===== src/hdl/weighted_key_priority_queue_assert.svh =====
// ----------------------------------------------------------------------------
// Weighted key priority queue assertion macros
// Shorthand for clocked implication checks with asynchronous reset disable.
// ----------------------------------------------------------------------------
`ifndef WEIGHTED_KEY_PRIORITY_QUEUE_ASSERT_SVH
`define WEIGHTED_KEY_PRIORITY_QUEUE_ASSERT_SVH

// same-cycle implication
`define WKPQ_ASSERT_IMPLY(label, clk, rst_n, cond, prop, msg) \
	label: assert property (@(posedge clk) disable iff (!rst_n) (cond) |-> (prop)) \
		else $error(msg);

// next-cycle implication
`define WKPQ_ASSERT_NEXT(label, clk, rst_n, cond, prop, msg) \
	label: assert property (@(posedge clk) disable iff (!rst_n) (cond) |=> (prop)) \
		else $error(msg);

`endif


===== src/hdl/wkpq_pkg.sv =====
// ----------------------------------------------------------------------------
// wkpq_pkg
// Shared widths, codes and types of the weighted key priority queue.
// ----------------------------------------------------------------------------
package wkpq_pkg;

	localparam int CAPACITY_DEFAULT = 16;
	localparam int ID_BITS_DEFAULT  = 16;

	localparam int GRADE_BITS   = 8;
	localparam int COURSE_BITS  = 8;
	localparam int WEIGHT_BITS  = 16;
	localparam int PROD_BITS    = GRADE_BITS + WEIGHT_BITS;
	localparam int KEY_BITS     = 25;
	localparam int COUNT_BITS   = 5;
	localparam int CFG_IDX_BITS = 2;

	localparam logic [WEIGHT_BITS-1:0] GRADE_WEIGHT_RESET  = 16'd205;
	localparam logic [WEIGHT_BITS-1:0] COURSE_WEIGHT_RESET = 16'd1170;

	localparam logic [CFG_IDX_BITS-1:0] REG_GRADE_WEIGHT  = 2'd0;
	localparam logic [CFG_IDX_BITS-1:0] REG_COURSE_WEIGHT = 2'd1;

	localparam logic MODE_ENQUEUE = 1'b0;
	localparam logic MODE_DEQUEUE = 1'b1;

	typedef enum logic [1:0] {
		FAULT_NONE  = 2'd0,
		FAULT_FULL  = 2'd1,
		FAULT_EMPTY = 2'd2
	} fault_t;

	typedef enum logic [1:0] {
		OP_HOLD   = 2'd0,
		OP_INSERT = 2'd1,
		OP_POP    = 2'd2
	} cell_op_t;

	// entry contents apart from the id, whose width is a parameter
	typedef struct packed {
		logic [KEY_BITS-1:0]    key;
		logic [GRADE_BITS-1:0]  grade;
		logic [COURSE_BITS-1:0] courses;
	} rec_t;

	// broadcast to every cell
	typedef struct packed {
		cell_op_t op;
		rec_t     rec;
	} cell_cmd_t;

endpackage


===== src/hdl/wkpq_key.sv =====
// ----------------------------------------------------------------------------
// wkpq_key
// Two-stage key datapath: weight products, then their sum.
// ----------------------------------------------------------------------------
module wkpq_key (
	input  logic                               clk,
	input  logic                               en_s1,
	input  logic                               en_s2,
	input  logic [wkpq_pkg::GRADE_BITS-1:0]    grade,
	input  logic [wkpq_pkg::COURSE_BITS-1:0]   courses,
	input  logic [wkpq_pkg::WEIGHT_BITS-1:0]   grade_weight,
	input  logic [wkpq_pkg::WEIGHT_BITS-1:0]   course_weight,
	output logic [wkpq_pkg::KEY_BITS-1:0]      key_s2
);
	import wkpq_pkg::*;

	logic [PROD_BITS-1:0] prod_g_s1;
	logic [PROD_BITS-1:0] prod_c_s1;

	always_ff @(posedge clk) begin
		if (en_s1) begin
			prod_g_s1 <= grade * grade_weight;
			prod_c_s1 <= courses * course_weight;
		end
		if (en_s2) begin
			key_s2 <= KEY_BITS'(prod_g_s1) + KEY_BITS'(prod_c_s1);
		end
	end

endmodule


===== src/hdl/wkpq_cell.sv =====
// ----------------------------------------------------------------------------
// wkpq_cell
// One slot of the sorted chain: holds, takes the new entry, or shifts.
// ----------------------------------------------------------------------------
module wkpq_cell #(
	parameter int ID_BITS = wkpq_pkg::ID_BITS_DEFAULT
) (
	input  logic                clk,
	input  wkpq_pkg::cell_cmd_t cmd,
	input  logic [ID_BITS-1:0]  new_id,
	input  logic                occupied,
	input  logic                left_ge,
	input  logic [ID_BITS-1:0]  left_id,
	input  wkpq_pkg::rec_t      left_rec,
	input  logic [ID_BITS-1:0]  right_id,
	input  wkpq_pkg::rec_t      right_rec,
	output logic                ge,
	output logic [ID_BITS-1:0]  id_q,
	output wkpq_pkg::rec_t      rec_q,
	output logic [ID_BITS-1:0]  next_id,
	output wkpq_pkg::rec_t      next_rec
);
	import wkpq_pkg::*;

	// equal keys stay ahead of the newcomer
	assign ge = occupied && (rec_q.key >= cmd.rec.key);

	always_comb begin
		next_id  = id_q;
		next_rec = rec_q;
		unique case (cmd.op)
			OP_INSERT: begin
				if (!ge) begin
					if (left_ge) begin
						next_id  = new_id;
						next_rec = cmd.rec;
					end else begin
						next_id  = left_id;
						next_rec = left_rec;
					end
				end
			end
			OP_POP: begin
				next_id  = right_id;
				next_rec = right_rec;
			end
			default: begin
			end
		endcase
	end

	always_ff @(posedge clk) begin
		id_q  <= next_id;
		rec_q <= next_rec;
	end

endmodule


===== src/hdl/weighted_key_priority_queue.sv =====
// ----------------------------------------------------------------------------
// weighted_key_priority_queue
// Bounded priority queue sorted by descending weighted key, built as a chain
// of slot cells.
// ----------------------------------------------------------------------------
// Usage:
//   Input channel (in_valid / in_stall): mode 0 enqueues elem_id, grade and
//   courses; mode 1 dequeues the front entry. Key is
//   grade * grade_weight + courses * course_weight, 16 fractional bits.
//   Output channel (out_valid / out_stall): one result per input transfer:
//   the front entry, entry_count, is_empty and fault (dropped enqueue while
//   full, dropped dequeue while empty). Results come in input order.
//   Path: products at the input transfer edge, key sum when stage 1
//   advances, then chain update with result capture when stage 2
//   advances; a stalled output holds items back between these steps.
//   Throughput: one item per cycle while out_stall is low; every cell compares
//   against the broadcast key in parallel, so the chain inserts or pops at once.
//   Configuration (cfg_valid / cfg_ready): index 0 grade_weight, index 1
//   course_weight; other indexes are ignored. Write only while idle.
//   Reset: queue empty, weights to 205 and 1170; no clearing pass, slot
//   contents are simply left alone until written.
//   Stall: a stalled result holds; one more item may sit in each of the two
//   key stages, after which in_stall rises.
// ----------------------------------------------------------------------------
`include "weighted_key_priority_queue_assert.svh"

module weighted_key_priority_queue #(
	parameter int CAPACITY = wkpq_pkg::CAPACITY_DEFAULT,
	parameter int ID_BITS  = wkpq_pkg::ID_BITS_DEFAULT
) (
	input  logic                                 clk,
	input  logic                                 arst_n,
	// configuration
	input  logic                                 cfg_valid,
	output logic                                 cfg_ready,
	input  logic [wkpq_pkg::CFG_IDX_BITS-1:0]    cfg_index,
	input  logic [wkpq_pkg::WEIGHT_BITS-1:0]     cfg_data,
	// input channel
	input  logic                                 in_valid,
	output logic                                 in_stall,
	input  logic                                 mode,
	input  logic [ID_BITS-1:0]                   elem_id,
	input  logic [wkpq_pkg::GRADE_BITS-1:0]      grade,
	input  logic [wkpq_pkg::COURSE_BITS-1:0]     courses,
	// output channel
	output logic                                 out_valid,
	input  logic                                 out_stall,
	output logic [ID_BITS-1:0]                   front_id,
	output logic [wkpq_pkg::GRADE_BITS-1:0]      front_grade,
	output logic [wkpq_pkg::COURSE_BITS-1:0]     front_courses,
	output logic [wkpq_pkg::KEY_BITS-1:0]        front_key,
	output logic [wkpq_pkg::COUNT_BITS-1:0]      entry_count,
	output logic                                 is_empty,
	output logic [1:0]                           fault
);
	import wkpq_pkg::*;

	localparam int              CNT_BITS = $clog2(CAPACITY + 1);
	localparam logic [CNT_BITS-1:0] CAP_CNT = CNT_BITS'(CAPACITY);

	// config registers
	logic [WEIGHT_BITS-1:0] grade_weight_q;
	logic [WEIGHT_BITS-1:0] course_weight_q;

	// pipeline control and carried payload
	logic                   valid_s1, valid_s2;
	logic                   mode_s1, mode_s2;
	logic [ID_BITS-1:0]     id_s1, id_s2;
	logic [GRADE_BITS-1:0]  grade_s1, grade_s2;
	logic [COURSE_BITS-1:0] courses_s1, courses_s2;
	logic [KEY_BITS-1:0]    key_s2;
	logic                   in_xfer, s1_adv, s2_adv;

	// queue state
	logic [CNT_BITS-1:0]    count_q, count_d;
	cell_cmd_t              cmd;
	fault_t                 fault_d;

	// result register
	logic                   out_valid_q;
	logic [ID_BITS-1:0]     front_id_q;
	rec_t                   front_rec_q;
	logic [COUNT_BITS-1:0]  count_out_q;
	logic                   empty_q;
	fault_t                 fault_q;

	// chain wiring
	logic                   cell_ge   [CAPACITY];
	logic                   cell_occ  [CAPACITY];
	logic [ID_BITS-1:0]     cell_id   [CAPACITY];
	rec_t                   cell_rec  [CAPACITY];
	logic                   lft_ge    [CAPACITY];
	logic [ID_BITS-1:0]     lft_id    [CAPACITY];
	rec_t                   lft_rec   [CAPACITY];
	logic [ID_BITS-1:0]     rgt_id    [CAPACITY];
	rec_t                   rgt_rec   [CAPACITY];
	logic [ID_BITS-1:0]     head_nxt_id;
	rec_t                   head_nxt_rec;

	// ---------------- configuration ----------------
	assign cfg_ready = 1'b1;

	always_ff @(posedge clk or negedge arst_n) begin
		if (!arst_n) begin
			grade_weight_q  <= GRADE_WEIGHT_RESET;
			course_weight_q <= COURSE_WEIGHT_RESET;
		end else if (cfg_valid && cfg_ready) begin
			unique case (cfg_index)
				REG_GRADE_WEIGHT:  grade_weight_q  <= cfg_data;
				REG_COURSE_WEIGHT: course_weight_q <= cfg_data;
				default: begin
				end
			endcase
		end
	end

	// ---------------- handshake and stage advance ----------------
	// s2 applies its item to the chain and captures the result at the same edge,
	// so it moves only when the result register is free or being drained.
	assign s2_adv   = valid_s2 && (!out_valid_q || !out_stall);
	assign s1_adv   = valid_s1 && (!valid_s2 || s2_adv);
	assign in_stall = valid_s1 && valid_s2 && !s2_adv;
	assign in_xfer  = in_valid && !in_stall;

	always_ff @(posedge clk or negedge arst_n) begin
		if (!arst_n) begin
			valid_s1    <= 1'b0;
			valid_s2    <= 1'b0;
			out_valid_q <= 1'b0;
			count_q     <= '0;
		end else begin
			valid_s1    <= in_xfer || (valid_s1 && !s1_adv);
			valid_s2    <= s1_adv || (valid_s2 && !s2_adv);
			out_valid_q <= s2_adv || (out_valid_q && out_stall);
			count_q     <= count_d;
		end
	end

	always_ff @(posedge clk) begin
		if (in_xfer) begin
			mode_s1    <= mode;
			id_s1      <= elem_id;
			grade_s1   <= grade;
			courses_s1 <= courses;
		end
		if (s1_adv) begin
			mode_s2    <= mode_s1;
			id_s2      <= id_s1;
			grade_s2   <= grade_s1;
			courses_s2 <= courses_s1;
		end
	end

	wkpq_key u_key (
		.clk           (clk),
		.en_s1         (in_xfer),
		.en_s2         (s1_adv),
		.grade         (grade),
		.courses       (courses),
		.grade_weight  (grade_weight_q),
		.course_weight (course_weight_q),
		.key_s2        (key_s2)
	);

	// ---------------- command decision ----------------
	// Full and empty are judged on the count left by every earlier item.
	always_comb begin
		cmd.op          = OP_HOLD;
		cmd.rec.key     = key_s2;
		cmd.rec.grade   = grade_s2;
		cmd.rec.courses = courses_s2;
		fault_d         = FAULT_NONE;
		count_d         = count_q;
		if (s2_adv) begin
			if (mode_s2 == MODE_ENQUEUE) begin
				if (count_q == CAP_CNT) begin
					fault_d = FAULT_FULL;
				end else begin
					cmd.op  = OP_INSERT;
					count_d = count_q + 1'b1;
				end
			end else begin
				if (count_q == '0) begin
					fault_d = FAULT_EMPTY;
				end else begin
					cmd.op  = OP_POP;
					count_d = count_q - 1'b1;
				end
			end
		end
	end

	// ---------------- cell chain ----------------
	// On insert, cell i takes the new entry where its left neighbor still outranks it,
	// or the left entry where the insertion point lies further left; on pop it takes its right neighbor's.
	for (genvar i = 0; i < CAPACITY; i++) begin : g_cell
		assign cell_occ[i] = (count_q > CNT_BITS'(i));

		if (i == 0) begin : g_head
			assign lft_ge[i]  = 1'b1;
			assign lft_id[i]  = id_s2;
			assign lft_rec[i] = cmd.rec;
		end else begin : g_mid
			assign lft_ge[i]  = cell_ge[i-1];
			assign lft_id[i]  = cell_id[i-1];
			assign lft_rec[i] = cell_rec[i-1];
		end

		if (i == CAPACITY - 1) begin : g_tail
			assign rgt_id[i]  = cell_id[i];
			assign rgt_rec[i] = cell_rec[i];
		end else begin : g_body
			assign rgt_id[i]  = cell_id[i+1];
			assign rgt_rec[i] = cell_rec[i+1];
		end

		if (i == 0) begin : g_front
			wkpq_cell #(.ID_BITS(ID_BITS)) u_cell (
				.clk       (clk),
				.cmd       (cmd),
				.new_id    (id_s2),
				.occupied  (cell_occ[i]),
				.left_ge   (lft_ge[i]),
				.left_id   (lft_id[i]),
				.left_rec  (lft_rec[i]),
				.right_id  (rgt_id[i]),
				.right_rec (rgt_rec[i]),
				.ge        (cell_ge[i]),
				.id_q      (cell_id[i]),
				.rec_q     (cell_rec[i]),
				.next_id   (head_nxt_id),
				.next_rec  (head_nxt_rec)
			);
		end else begin : g_rest
			wkpq_cell #(.ID_BITS(ID_BITS)) u_cell (
				.clk       (clk),
				.cmd       (cmd),
				.new_id    (id_s2),
				.occupied  (cell_occ[i]),
				.left_ge   (lft_ge[i]),
				.left_id   (lft_id[i]),
				.left_rec  (lft_rec[i]),
				.right_id  (rgt_id[i]),
				.right_rec (rgt_rec[i]),
				.ge        (cell_ge[i]),
				.id_q      (cell_id[i]),
				.rec_q     (cell_rec[i]),
				.next_id   (),
				.next_rec  ()
			);
		end
	end

	// ---------------- result register ----------------
	// Captures the head cell's next value, or zeros once the queue is empty, so the result reflects the step.
	always_ff @(posedge clk) begin
		if (s2_adv) begin
			if (count_d == '0) begin
				front_id_q  <= '0;
				front_rec_q <= '0;
			end else begin
				front_id_q  <= head_nxt_id;
				front_rec_q <= head_nxt_rec;
			end
			count_out_q <= COUNT_BITS'(count_d);
			empty_q     <= (count_d == '0);
			fault_q     <= fault_d;
		end
	end

	assign out_valid     = out_valid_q;
	assign front_id      = front_id_q;
	assign front_grade   = front_rec_q.grade;
	assign front_courses = front_rec_q.courses;
	assign front_key     = front_rec_q.key;
	assign entry_count   = count_out_q;
	assign is_empty      = empty_q;
	assign fault         = fault_q;

	// ---------------- assertions ----------------
	`WKPQ_ASSERT_IMPLY(a_count_bound, clk, arst_n, 1'b1, count_q <= CAP_CNT, "count above capacity")
	`WKPQ_ASSERT_IMPLY(a_head_sorted, clk, arst_n, cell_occ[1], cell_rec[0].key >= cell_rec[1].key, "head out of order")
	`WKPQ_ASSERT_IMPLY(a_full_fault, clk, arst_n, out_valid_q && fault_q == FAULT_FULL, count_q == CAP_CNT, "full fault with room")
	`WKPQ_ASSERT_NEXT(a_insert_count, clk, arst_n, cmd.op == OP_INSERT, count_q == $past(count_q) + 1'b1, "insert count slip")

endmodule

===== config.mk =====
export PLATFORM = sky130hd
export DESIGN_NAME = weighted_key_priority_queue
export DESIGN_NICKNAME = d
export VERILOG_FILES = /design/src/hdl/wkpq_pkg.sv /design/src/hdl/wkpq_key.sv /design/src/hdl/wkpq_cell.sv /design/src/hdl/weighted_key_priority_queue.sv
export VERILOG_INCLUDE_DIRS = /design/src /design/src/hdl
export SDC_FILE = /design/constraint.sdc
export NUM_CORES = 2
export LEC_CHECK = 0
export BUFFER_PORTS_ARGS = -buffer_cell sky130_fd_sc_hd__buf_2
export CORE_MARGIN = 1.5
export CORE_UTILIZATION = 35
export DETAILED_ROUTE_END_ITERATION = 7
export PLACE_DENSITY = 0.57
export REMOVE_ABC_BUFFERS = 1
export SKIP_LAST_GASP = 1
export SLEW_MARGIN = 20
export SYNTH_ARGS = -nofsm -noshare
export SYNTH_HDL_FRONTEND = slang
export SYNTH_SLANG_ARGS = --single-unit

===== constraint.sdc =====
create_clock -name clk -period 21.6 [get_ports clk]
set_clock_uncertainty 0.1 [all_clocks]
set_input_delay 6.48 -clock clk [delete_from_list [all_inputs] [get_ports clk]]
set_output_delay 6.48 -clock clk [all_outputs]
set_load 0.02 [all_outputs]

Word-level counts from Yosys, hierarchy flattened
Cells that the tools add are included.

operators by class
  magnitude comparators = 32
  add/sub/neg operators = 3
  eq/ne operators = 18
  muxes and demuxes = 101
  bitwise logic cells = 1
  reduce and logical (&&, ||, !) cells = 56
  multipliers = 2

operator list
  kind                                                number
  two-way mux 41 bit                                  30
  one-hot mux 41 bit (2 select lines)                 15
  two-way mux 16 bit                                  30
  one-hot mux 16 bit (2 select lines)                 15
  greater-or-equal comparator 25 bit                  16
  multiplier 8 x 16 -> 24 bit                         2
  > comparator 5 x 4 -> 1 bit, second input constant  8
  AND reduction 2 bit                                 17
  inequality test 2 bit, second input constant        14
  adder 24 x 24 -> 25 bit                             1
  logical AND 1 bit                                   24
  > comparator 5 x 3 -> 1 bit, second input constant  4
  two-way mux 5 bit                                   4
  > comparator 5 x 1 -> 1 bit, second input constant  2
  > comparator 5 x 2 -> 1 bit, second input constant  2
  zero test 5 bit                                     2
  two-way mux 2 bit                                   5
  zero test 1 bit                                     6
  adder 5 x 1 -> 5 bit, second input constant         1
  == test 5 bit, second input constant                1
  logical OR 1 bit                                    5
  subtractor 5 x 1 -> 5 bit, second input constant    1
  == test 2 x 1 -> 1 bit, second input constant       2
  == test 2 bit, second input constant                1
  other kinds (4)                                     5

word-level totals
  output and inout bits = 68
  word-level logic and storage cells = 301
  input bits = 56
  register bits = 1156

Depth between registers and ports, before layout
  word-level depth = 8
  gate-level depth with buffers = 19
  depth with buffers taken out = 18

By module
From an unflattened synthesis, not the netlist that was laid out.

second synthesis, totals
  cell total of the unflattened synthesis = 9188
  area total of the unflattened synthesis = 86150.1 µm²

by module, submodules not included
  module                                     seq. area each (µm²)  area an instance (µm²)  times used  cells an instance
  wkpq_cell at g_cell[0].g_front.u_cell ...  1141.1                4216.5                  11          495
  wkpq_cell at g_cell[5].g_rest.u_cell ...   1141.1                4289.1                  5           427
  wkpq_key                                   2192.1                11812.6                 1           1232
  weighted_key_priority_queue                4946.0                6510.0                  1           376

Worst setup path after synthesis
OpenSTA, ideal clock, no wires.

  kind = input port to output port
  start point = input port out_stall
  end point = output port in_stall
  stages on the path = 2
  setup slack = 8.278 ns
  path buffers = 0
  arrival = 6.742 ns
  required time = 15.020 ns
  path through = nand4_1 > inv_1

between the ends
  word-level cells in the longest chain between the ends = 5

ends and longest elaborated chain
  item                RTL line                            text
  start: declaration  weighted_key_priority_queue.sv:47   input logic out_stall,
  zero test 1 bit     weighted_key_priority_queue.sv:120  assign s2_adv = valid_s2 && (!out_valid_q || !out_stall);
  logical OR 1 bit    weighted_key_priority_queue.sv:120
  logical AND 1 bit   weighted_key_priority_queue.sv:120
  zero test 1 bit     weighted_key_priority_queue.sv:122  assign in_stall = valid_s1 && valid_s2 && !s2_adv;
  logical AND 1 bit   weighted_key_priority_queue.sv:122
  end: declaration    weighted_key_priority_queue.sv:40   output logic in_stall,

No other way between the ends.

Worst setup path after layout
Ends and elaborated chain as after synthesis.

==> summary.txt <==
Power and ir drop
  – Maximum vdd drop: ~220 uV
  – PwrDens: 180 nW/um^2
  – P_leak: roughly 32 nW
  – Design Power: between 10 and 15 mW

Logic synthesis
  – Synth warn: 0
  – Syn Inst Count: around 7500
  – Post-synthesis sequential area ratio: roughly 45%
  – Synth Register Bits: ~1200
  – Post-Syn Area per Cell: 10.1 sq um
  – FFs w/ async S/R, synth: about 3.5%
  – Post-Syn Area: 75500 sq um
  – Cell variety after synth: about 70
  – Post-synth EDFFs: roughly 1100
  – Top FF cell, synth: edfxtp_1

CTS
  – Post-CTS resize count: 0
  – CTS tree: done
  – CTS Sinks: 1156
  – Root Buffer: clkbuf_16
  – Worst skew pair latency: 0.81 ns
  – Setup Buffers After CTS: 0
  – H-tree Lvls: 4
  – Hold buffers post-CTS: 0
  – Clk slew on worst S/H paths: 0.06 ns
  – CTS Buf Count: ~140
  – CTS Buffer Depth: 3

STA
  – Final Setup Violations: 0
  – Setup TNS: 0 ns
  – RSZ-0062 raised after global routing: false
  – Hold_ws: approximately 0.32 ns
  – Fmax: 0.0739 GHz
  – Max-slew violations: 0
  – Final worst-path cycle share: between 60% and 70%
  – Slew HR: between 20 and 30%
  – Hold Vio Cnt, Final: 0
  – Post-route minimum period: ~14 ns
  – Worst-Margin Slew: between 1 and 1.5 ns

Global route
  – First-pass GRT wire length: slightly below 400000 microns
  – Largest net degree at the start of global routing: ~170
  – Antenna violations before repair: 3
  – Global route overflow: 0
  – Vias in the first global route: 59900
  – Gr usage total: between 20% and 30%

Finish
  – Area grow syn2layout: 10.3%
  – Fin nets: 8000
  – Layout Cells excl Fill: approximately 10000
  – Layout cell share with drive strength beyond 1: 9.42%
  – Fillers: ~21000

Floorplan
  – Initial Util: 35.2%
  – Core area: 214000 sq um
  – Num ports: 124
  – Die area: approximately 220000 sq um
  – Die height: 467 microns
  – Die Width: ~470 microns
  – # rows: 170

Min path
  – Hold Path Class: reg -> reg

Detailed routing
  – Wirelength per Cell: roughly 25 microns
  – Via density per instance: 6.00
  – Final WL: ~260000 microns
  – DR pass1 iterations: 8
  – Post-route ant nets: 0
  – Drc violations: 2
  – Via count: between 60000 and 70000
  – Initial drt markers: around 6700

Placement
  – Hpwl dp: 165000 microns
  – IO Port Bufs: 122
  – Placed Instances: roughly 10000
  – Gp weighted congestion: around 0.91

Worst setup path
  – Worst EP arrival: 6.96 ns
  – Critical path class: in -> out
  – Setup crit start kind: primary input
  – Kind of end point of the critical path: output pin
  – Crit Path Max Fanout: 3
  – CP required: roughly 15 ns

Run
  – Max cap viols: 0

Status
  – Failing checks: design-rule violations
  – Status: finished with violations
synthesized netlist by cell type (all sizes together), types with 8 or more instances:
cell    number  share of area (%)
and3        18               0.15
nand3       93               0.62
or2         15               0.12
nor3       227                1.5
and2       223                1.9
dfstp        9               0.31
ha         519                8.6
nor2b       28               0.23
a211oi      75               0.75
o211ai      10              0.099
a211o       10               0.12
clkbuf     524                2.6
nand2b      20               0.17
a221o       58               0.77
o221ai     179                2.1
o221a       56               0.84
o21a        91               0.91
mux2i      149                2.0
edfxtp    1059                 42
nor4        10              0.083
nor3b       58               0.58
xor2        12               0.14
a221oi      13               0.15
a21o       153                1.5
dfxtp       57                1.5
a311o       56               0.74
buf         83               0.53
a21boi       8              0.080
nand4      127                1.1
nor2       366                1.8
nand2      900                4.5
fa         169                4.5
xnor2       38               0.44
or3         13               0.11
dfrtp       31                1.0
inv        526                2.6
and4         8              0.093
mux2        88                1.3
a311oi      58               0.67
o31ai      119                1.2
a31oi       66               0.55
o21ai      651                4.3
o311ai     233                2.7
a21oi      220                1.5
final cells by class:
class                      instances  area (sq um)  share of cell area [%]
multi-input combinational       5182         37600                    45.2
tap                             2838          3550                    4.27
inverter                         526          1980                    2.38
antenna                            3          7.51                 0.00902
timing repair buffer             252          1620                    1.94
clock buffer                     186          3830                    4.60
clock inverter                    69           662                   0.795
sequential                      1156         34000                    40.8
registers in the layout, indices dropped and copies added (netlist names), 24 cells and up:
name,cells
g_cell.g_front.u_cell.rec_q,41
u_key.prod_c_s1,24
front_key,25
g_cell.g_rest.u_cell.id_q,240
u_key.prod_g_s1,24
u_key.key_s2,25
g_cell.g_rest.u_cell.rec_q,615
cells in the final DEF, fill, tap and decap left out, types with 179 or more instances in the layout:
| master | count |
|---|---|
| nor3_1 | 226 |
| ha_1 | 516 |
| edfxtp_1 | 1059 |
| nor2_1 | 362 |
| o21ai_0 | 642 |
| o311ai_0 | 179 |
| nand2_1 | 897 |
| a21oi_1 | 207 |
| inv_1 | 524 |
| and2_1 | 219 |
kinds of logic (layout without fill, tap and decap cells):
kind of cell	Yosys count	after routing	synth area share, %
adder cells (fa/ha/maj)	688	688	13.1
AND/OR/NAND/NOR	2114	2114	12.9
XOR/XNOR	50	50	0.580
buffers and inverters	1133	1033	5.76
flip-flops	1156	1156	45.0
multiplexers	237	237	3.29
AO/OA/AOI/OAI	2092	2092	19.4
other	1	4	0.00497
per-stage QoR:
| stage | setup WS, ns | instance area, sq um | util [%] |
|---|---|---|---|
| global route | 8.01 | 83200 | 38.8 |
| finish | 8.06 | 83200 | 38.8 |
| CTS | 8.04 | 83200 | 38.8 |
| detailed placement | 8.05 | 78700 | 36.7 |
| floorplan | -46.23 | 73100 | - |
| global placement | 8.04 | 78700 | 36.7 |
per-layer routing:
metal	part of all wire (%)	track usage (%)	up-vias	routed length (microns)
met5	0	0	-	0
met3	9.3	4.99	601	24100
li1	-	-	27500	-
met4	4.3	9.76	0	11100
met2	45	36.2	3152	116000
met1	41	30.8	30100	107000
worst max-delay path, stage by stage:
cell     delay, ns
buf_2         0.10
nand4_1       0.12
inv_1         0.09
buf_2         0.16
report_power, final:
| part | switching, mW | internal, mW |
|---|---|---|
| Sequential | 0.696 | 3.85 |
| Clock | 1.02 | 1.34 |
| Combinational | 5.24 | 2.82 |
| Total | 6.95 | 8.02 |
worst paths after layout:
| kind | cells after the start | to | slack [ns] | from |
|---|---|---|---|---|
| max | 4 | in_stall | 8.06 | out_stall |
| min | 0 | grade_s2[0] | 0.32 | grade_s1[0] |
| max reg2reg | 12 | g_cell[9].g_rest.u_cell.rec_q[9] | 15.19 | out_valid |
| min reg2reg | 0 | grade_s2[0] | 0.32 | grade_s1[0] |
| max in group asynchronous | 2 | count_q[2] | 15.31 | arst_n |
| min in group asynchronous | 2 | grade_weight_q[8] | 5.66 | arst_n |
Note: power is estimated with default switching activity, not from simulation.
